### src/design/mavp_pkg.sv
// Shared constants and types for the multi-axis velocity PID core.
package mavp_pkg;

    // Loop geometry: two banks (down and up motion), AXES axes in each.
    localparam int AXES        = 8;
    localparam int BANKS       = 2;
    localparam int STATE_DEPTH = BANKS * AXES;
    localparam int IDX_W       = $clog2(STATE_DEPTH);

    // Field widths.
    localparam int AXIS_W   = 3;
    localparam int VEL_W    = 16;
    localparam int GAIN_W   = 16;
    localparam int LIMIT_W  = 15;
    localparam int FRAC_W   = 8;
    localparam int ERR_W    = VEL_W + 1;
    localparam int DERR_W   = ERR_W + 1;
    localparam int INTEG_W  = 24;

    // Intermediate widths of the datapath.
    localparam int PROD_W   = GAIN_W + 1 + ERR_W;
    localparam int DPROD_W  = GAIN_W + 1 + DERR_W;
    localparam int IRAW_W   = PROD_W + 1;
    localparam int SUM_W    = DPROD_W + 1;
    localparam int SHIFT_W  = SUM_W - FRAC_W;

    // Configuration port.
    localparam int CFG_IDX_W  = 3;
    localparam int CFG_DATA_W = 16;

    typedef enum logic [CFG_IDX_W-1:0] {
        REG_KP             = 3'd0,
        REG_KI             = 3'd1,
        REG_KD             = 3'd2,
        REG_INTEGRAL_LIMIT = 3'd3,
        REG_OUTPUT_LIMIT   = 3'd4
    } cfg_reg_t;

    // Register values after reset.
    localparam logic [GAIN_W-1:0]  KP_RESET             = '0;
    localparam logic [GAIN_W-1:0]  KI_RESET             = '0;
    localparam logic [GAIN_W-1:0]  KD_RESET             = '0;
    localparam logic [LIMIT_W-1:0] INTEGRAL_LIMIT_RESET = 15'd5000;
    localparam logic [LIMIT_W-1:0] OUTPUT_LIMIT_RESET   = 15'd12500;

endpackage

### src/design/multi_axis_velocity_pid_core.sv
// Multi-axis velocity PID core: one registered pass per beat, per-loop state in flip-flops.
// Each accepted input beat passes the input register and then the output register.
// Throughput: one beat per cycle unless the output stalls; the input register feeds a single
// pass of three parallel gain multipliers, the integral clamp and the output saturation.
// Loop state written by one beat is seen by the beat right behind it.
// Reset clears all loop state, the gains, and restores the limits to 5000 and 12500.
module multi_axis_velocity_pid_core (
    input  logic                              clk,
    input  logic                              rst_n,
    // Configuration write channel.
    input  logic                              cfg_valid,
    output logic                              cfg_ready,
    input  logic [mavp_pkg::CFG_IDX_W-1:0]    cfg_index,
    input  logic [mavp_pkg::CFG_DATA_W-1:0]   cfg_data,
    // Input channel.
    input  logic                              in_valid,
    output logic                              in_ready,
    input  logic                              bank,
    input  logic [mavp_pkg::AXIS_W-1:0]       axis,
    input  logic signed [mavp_pkg::VEL_W-1:0] measured_velocity,
    input  logic signed [mavp_pkg::VEL_W-1:0] setpoint_velocity,
    // Output channel.
    output logic                              out_valid,
    input  logic                              out_ready,
    output logic signed [mavp_pkg::VEL_W-1:0] drive
);
    import mavp_pkg::*;

    // Configuration registers.
    logic [GAIN_W-1:0]  kp_reg;
    logic [GAIN_W-1:0]  ki_reg;
    logic [GAIN_W-1:0]  kd_reg;
    logic [LIMIT_W-1:0] ilim_reg;
    logic [LIMIT_W-1:0] olim_reg;

    // Input stage.
    logic                     s1_valid_reg;
    logic                     s1_bank_reg;
    logic [AXIS_W-1:0]        s1_axis_reg;
    logic signed [VEL_W-1:0]  s1_meas_reg;
    logic signed [VEL_W-1:0]  s1_tgt_reg;

    // Output stage.
    logic                     out_valid_reg;
    logic signed [VEL_W-1:0]  drive_reg;
    logic signed [VEL_W-1:0]  drive_next;

    // Loop state, one entry per bank and axis.
    logic signed [ERR_W-1:0]   prev_err_reg [STATE_DEPTH];
    logic signed [INTEG_W-1:0] integ_reg    [STATE_DEPTH];

    // Datapath.
    logic                      advance;
    logic                      axis_ok;
    logic [IDX_W-1:0]          idx;
    logic signed [ERR_W-1:0]   err;
    logic signed [ERR_W-1:0]   prev_err;
    logic signed [INTEG_W-1:0] integ_old;
    logic signed [DERR_W-1:0]  derr;
    logic signed [ERR_W-1:0]   kp_s;
    logic signed [ERR_W-1:0]   ki_s;
    logic signed [ERR_W-1:0]   kd_s;
    logic signed [PROD_W-1:0]  kp_prod;
    logic signed [PROD_W-1:0]  ki_prod;
    logic signed [DPROD_W-1:0] kd_prod;
    logic signed [IRAW_W-1:0]  integ_raw;
    logic signed [IRAW_W-1:0]  ilim_q8;
    logic signed [INTEG_W-1:0] integ_next;
    logic signed [SUM_W-1:0]   sum;
    logic signed [SHIFT_W-1:0] sum_int;
    logic signed [SHIFT_W-1:0] olim_s;

    // Handshake: the input stage moves on whenever the output register is free
    // or is being emptied in this cycle.
    assign cfg_ready = 1'b1;
    assign advance   = !out_valid_reg || out_ready;
    assign in_ready  = !s1_valid_reg || advance;
    assign out_valid = out_valid_reg;
    assign drive     = drive_reg;

    // Configuration register writes.
    always_ff @(posedge clk or negedge rst_n)
    begin
        if (!rst_n)
        begin
            kp_reg   <= KP_RESET;
            ki_reg   <= KI_RESET;
            kd_reg   <= KD_RESET;
            ilim_reg <= INTEGRAL_LIMIT_RESET;
            olim_reg <= OUTPUT_LIMIT_RESET;
        end
        else if (cfg_valid && cfg_ready)
        begin
            unique case (cfg_reg_t'(cfg_index))
                REG_KP:             kp_reg   <= cfg_data;
                REG_KI:             ki_reg   <= cfg_data;
                REG_KD:             kd_reg   <= cfg_data;
                REG_INTEGRAL_LIMIT: ilim_reg <= cfg_data[LIMIT_W-1:0];
                REG_OUTPUT_LIMIT:   olim_reg <= cfg_data[LIMIT_W-1:0];
                default:            ;
            endcase
        end
    end

    // Input register control.
    always_ff @(posedge clk or negedge rst_n)
    begin
        if (!rst_n)
        begin
            s1_valid_reg <= 1'b0;
        end
        else if (in_ready)
        begin
            s1_valid_reg <= in_valid;
        end
    end

    // Input register payload.
    always_ff @(posedge clk)
    begin
        if (in_valid && in_ready)
        begin
            s1_bank_reg <= bank;
            s1_axis_reg <= axis;
            s1_meas_reg <= measured_velocity;
            s1_tgt_reg  <= setpoint_velocity;
        end
    end

    // Loop state lookup.
    assign axis_ok   = (32'(s1_axis_reg) < AXES);
    assign idx       = IDX_W'(s1_axis_reg) + (s1_bank_reg ? IDX_W'(AXES) : IDX_W'(0));
    assign prev_err  = prev_err_reg[idx];
    assign integ_old = integ_reg[idx];

    // Error terms and the three gain products, all exact.
    assign err     = ERR_W'(s1_tgt_reg) - ERR_W'(s1_meas_reg);
    assign derr    = DERR_W'(err) - DERR_W'(prev_err);
    assign kp_s    = $signed({1'b0, kp_reg});
    assign ki_s    = $signed({1'b0, ki_reg});
    assign kd_s    = $signed({1'b0, kd_reg});
    assign kp_prod = PROD_W'(kp_s) * PROD_W'(err);
    assign ki_prod = PROD_W'(ki_s) * PROD_W'(err);
    assign kd_prod = DPROD_W'(kd_s) * DPROD_W'(derr);

    // Integral accumulate and symmetric clamp to the Q.8 limit.
    assign integ_raw = IRAW_W'(integ_old) + IRAW_W'(ki_prod);
    assign ilim_q8   = IRAW_W'($signed({1'b0, ilim_reg, {FRAC_W{1'b0}}}));

    always_comb
    begin
        if (integ_raw > ilim_q8)
        begin
            integ_next = INTEG_W'(ilim_q8);
        end
        else if (integ_raw < -ilim_q8)
        begin
            integ_next = INTEG_W'(-ilim_q8);
        end
        else
        begin
            integ_next = INTEG_W'(integ_raw);
        end
    end

    // PID sum, floor to integer by arithmetic shift, then output saturation.
    assign sum     = SUM_W'(kp_prod) + SUM_W'(kd_prod) + SUM_W'(integ_next);
    assign sum_int = $signed(sum[SUM_W-1:FRAC_W]);
    assign olim_s  = SHIFT_W'($signed({1'b0, olim_reg}));

    always_comb
    begin
        if (!axis_ok)
        begin
            drive_next = '0;
        end
        else if (sum_int > olim_s)
        begin
            drive_next = VEL_W'(olim_s);
        end
        else if (sum_int < -olim_s)
        begin
            drive_next = VEL_W'(-olim_s);
        end
        else
        begin
            drive_next = VEL_W'(sum_int);
        end
    end

    // Loop state update as the beat leaves the input stage.
    always_ff @(posedge clk or negedge rst_n)
    begin
        if (!rst_n)
        begin
            for (int i = 0; i < STATE_DEPTH; i++)
            begin
                prev_err_reg[i] <= '0;
                integ_reg[i]    <= '0;
            end
        end
        else if (s1_valid_reg && advance && axis_ok)
        begin
            prev_err_reg[idx] <= err;
            integ_reg[idx]    <= integ_next;
        end
    end

    // Output register control.
    always_ff @(posedge clk or negedge rst_n)
    begin
        if (!rst_n)
        begin
            out_valid_reg <= 1'b0;
        end
        else if (advance)
        begin
            out_valid_reg <= s1_valid_reg;
        end
    end

    // Output register payload.
    always_ff @(posedge clk)
    begin
        if (advance && s1_valid_reg)
        begin
            drive_reg <= drive_next;
        end
    end

endmodule

### config.mk
export PLATFORM = sky130hd
export DESIGN_NAME = multi_axis_velocity_pid_core
export DESIGN_NICKNAME = d
export VERILOG_FILES = /design/src/design/mavp_pkg.sv /design/src/design/multi_axis_velocity_pid_core.sv
export SDC_FILE = /design/constraint.sdc
export NUM_CORES = 2
export LEC_CHECK = 0
export BUFFER_PORTS_ARGS = -buffer_cell sky130_fd_sc_hd__buf_4
export CORE_MARGIN = 4
export CORE_UTILIZATION = 50
export DETAILED_ROUTE_END_ITERATION = 8
export HOLD_SLACK_MARGIN = 0.02
export PLACE_DENSITY = 0.65
export SYNTH_ARGS = -nofsm -noshare
export SYNTH_HDL_FRONTEND = slang
export SYNTH_SLANG_ARGS = --single-unit
### constraint.sdc
create_clock -name clk -period 26.4 [get_ports clk]
set_clock_uncertainty 0.05 [all_clocks]
set_input_delay 5.28 -clock clk [delete_from_list [all_inputs] [get_ports clk]]
set_output_delay 5.28 -clock clk [all_outputs]
set_load 0.02 [all_outputs]
==> results.yml <==
status:
  run_status: "complete, no violations"
synthesis:
  yosys.area_share.xor_xnor_pct: 1.18
  post_synth_and_or_nand_nor_area_fraction_pct: 12.3
  synth.area.mux_share_pct: 9.01
  combinational_family_with_the_most_area_after_synthesis: "adder cells"
  synth.cell_area_um2: 70500
  syn_avg_cell_area_um2: 10.0
  yosys.cell_types.count: 87
  postSynthNetCount: 8405
  complex_gate_fraction_of_the_synthesized_area_pct: 8.62
  yosys_most_used_dff: "sky130_fd_sc_hd__dfrtp_1"
  yosys_warnings: 0
  ys_top_cells_by_area: "sky130_fd_sc_hd__dfrtp_1, sky130_fd_sc_hd__fa_1, sky130_fd_sc_hd__ha_1"
  synthDominantCellAreaShare_pct: 25.7
  synth-adder-area-share_pct: 32.2
  ys_seq_elements: 788
  postSynthCellCount: 7045
  synth_sequential_area_ratio_pct: 28.4
  async_reset_ff_share_pct: 93.4
  number_of_enable_flip_flop_cells_after_synthesis: 52
  synth_top_cell_by_area: "sky130_fd_sc_hd__dfrtp_1"
detailed_routing:
  wl_per_cell_um: 21.4
  detailed_routing_iterations_pass_1: 7
  viasPerCell: 5.64
  antenna_left: 0
  drt_drc_violations_left: 0
  initialDrtViolationCount: 3717
  vias: 49724
  route.final.wire_length_mm: 189
clock_network:
  tritoncts.num_buffers: 88
  max-clock-path-buffers: 3
  clk_pin_slew_ns: 0.06
  skew_pair_late_insertion_delay_ns: 0.73
  ctsRootBufferMaster: "sky130_fd_sc_hd__clkbuf_16"
  postCtsResizedCells: 0
  setup_fix_bufs_post_cts: 0
  tritoncts: "yes"
  cts_hold_buf: 0
  clkSinkCount: 788
  htree_levels: 3
floorplanning:
  initial_core_util_pct: 50.4
  row_count: 137
  die_x_um: 384
  die_y_um: 384
  die_area_um2: 147000
  placeableCoreArea_um2: 140000
  ioPinCount: 79
critical_path:
  timing.critical_path.arrival_ns: 22.02
  setup.worst_path.end_class: "flip-flop"
  crit_path_start_kind: "flip-flop"
  critPathSlowestCell: "sky130_fd_sc_hd__a21oi_1"
  crit_path_frequent_cell: "sky130_fd_sc_hd__fa_1"
  critical-path-top-delay-family: "adder cells"
  worstPathRequired_ns: 26.76
  critPathMaxStageDelay_ns: 0.84
  crit_buf_inv: 12
  worst-setup-path-type: "flip-flop to flip-flop"
  critical_path_peak_fanout: 33
placed_design:
  place_hpwl_mm: 139
  globalplace.congestion: 0.980
  io_buffer_count: 77
finish:
  final_nets: 8227
  mostFrequentLayoutCell: "sky130_fd_sc_hd__nand2_1"
  flip_flop_count_of_the_largest_register_all_copies_and_words_added: 384
  final_cell_mix: "sky130_fd_sc_hd__nand2_1, sky130_fd_sc_hd__inv_1, sky130_fd_sc_hd__fa_1"
  drive_gt1_share_pct: 10.6
  layout-area-overhead-vs-synth_pct: 7.60
timing:
  fin_worst_hold_slack_ns: 0.425
  maxSlewHeadroom_pct: 13.7
  final-hold-violation-count: 0
  timing.final.crit_period_ns: 21.66
  grt_setup_unrepaired: "no"
  max_slew.worst_pin.slew_ns: 1.29
  clock.fmax_ghz: 0.0462
  setup-tns-final_ns: 0
  finalMaxSlewViolations: 0
  layout_worst_path_cycle_share_pct: 82.0
  report.final.setup_viol: 0
global_routing:
  global_route.usage.total_pct: 26.5
  number_of_global_route_vias_before_repair: 52954
  grt_overflow: 0
  global_route_wire_length_before_repair_mm: 304
  largest_net_degree_at_the_start_of_global_routing: 114
  antenna_found_initial: 4
worst_hold_path:
  worstHoldPathType: "flip-flop to flip-flop"
run:
  cap_violations: 0
==> stage by stage <==
| stage | worst slack [ns] | cells | utilization [%] | area [um2] |
|---|---|---|---|---|
| 2_1_floorplan | 7.39 | 7045 | - | 70500 |
| 3_3_place_gp | 5.20 | 8653 | 52.0 | 72700 |
| 3_5_place_dp | 4.93 | 8653 | 52.0 | 72700 |
| 4_1_cts | 4.78 | 8815 | 54.2 | 75900 |
| 5_1_grt | 3.04 | 8815 | 54.2 | 75900 |
| 6_report | 4.74 | 8819 | 54.2 | 75900 |
==> metal layers <==
layer / track usage [%] / vias to the layer above / wire length, um
met4: 8.89 / 4 / 6890
met5: 0 / - / 34
li1: - / 22280 / -
met3: 4.48 / 404 / 11800
met2: 43.1 / 1560 / 89300
met1: 36.4 / 25476 / 81100
==> synth_stat cells (33+ instances only) <==
master                        n
sky130_fd_sc_hd__nand2_1   1149
sky130_fd_sc_hd__inv_1     1110
sky130_fd_sc_hd__fa_1       859
sky130_fd_sc_hd__dfrtp_1    725
sky130_fd_sc_hd__o21ai_0    691
sky130_fd_sc_hd__ha_1       441
sky130_fd_sc_hd__clkbuf_1   379
sky130_fd_sc_hd__and2_1     237
sky130_fd_sc_hd__mux4_2     205
sky130_fd_sc_hd__mux2_2     130
sky130_fd_sc_hd__nor2_1     114
sky130_fd_sc_hd__nor2b_1     97
sky130_fd_sc_hd__a21oi_1     77
sky130_fd_sc_hd__xnor2_1     76
sky130_fd_sc_hd__nand3_1     75
sky130_fd_sc_hd__nor3_1      54
sky130_fd_sc_hd__edfxtp_1    52
sky130_fd_sc_hd__a21o_1      46
sky130_fd_sc_hd__buf_1       42
sky130_fd_sc_hd__a31oi_1     36
sky130_fd_sc_hd__nand2b_1    33
==> tightest hold or removal path, stage by stage, from the launching register on <==
cell                      delay (ns)
sky130_fd_sc_hd__dfrtp_1        0.34
sky130_fd_sc_hd__nand2_1        0.04
sky130_fd_sc_hd__o21ai_0        0.06
==> worst paths after layout <==
kind,from,endpoint,slack (ns),cells past startpoint
min,integ_reg[117],integ_reg[117],0.42,2
max in group asynchronous,rst_n,kd_reg[13],17.66,5
min in group asynchronous,rst_n,integ_reg[220],4.54,1
max,s1_meas_reg[1],drive[6],4.74,74
min reg2reg,integ_reg[117],integ_reg[117],0.42,2
max reg2reg,s1_meas_reg[1],drive[6],4.74,74
==> cell families after synthesis <==
logic type / Yosys count
AOI/OAI and AO/OA: 1047
other: 1
adders and majority gates: 1300
buffers and inverters: 1558
and+or+nand+nor: 1894
xor gates and xnor gates: 95
DFF: 788
muxes: 362
==> final cells by class <==
class	instances	area, um2
repair buffers	180	1380
clock buffers	126	2590
multi-input cells	4699	44800
diodes	4	10.0
flip-flops and latches	788	20000
well taps	1876	2350
inverters	1110	4170
clock inverters	36	548
fillers	12425	64000
Power is left out: the tool's default activity adds up to more than one toggle a clock period on the data nets, which glitch-free logic cannot reach.
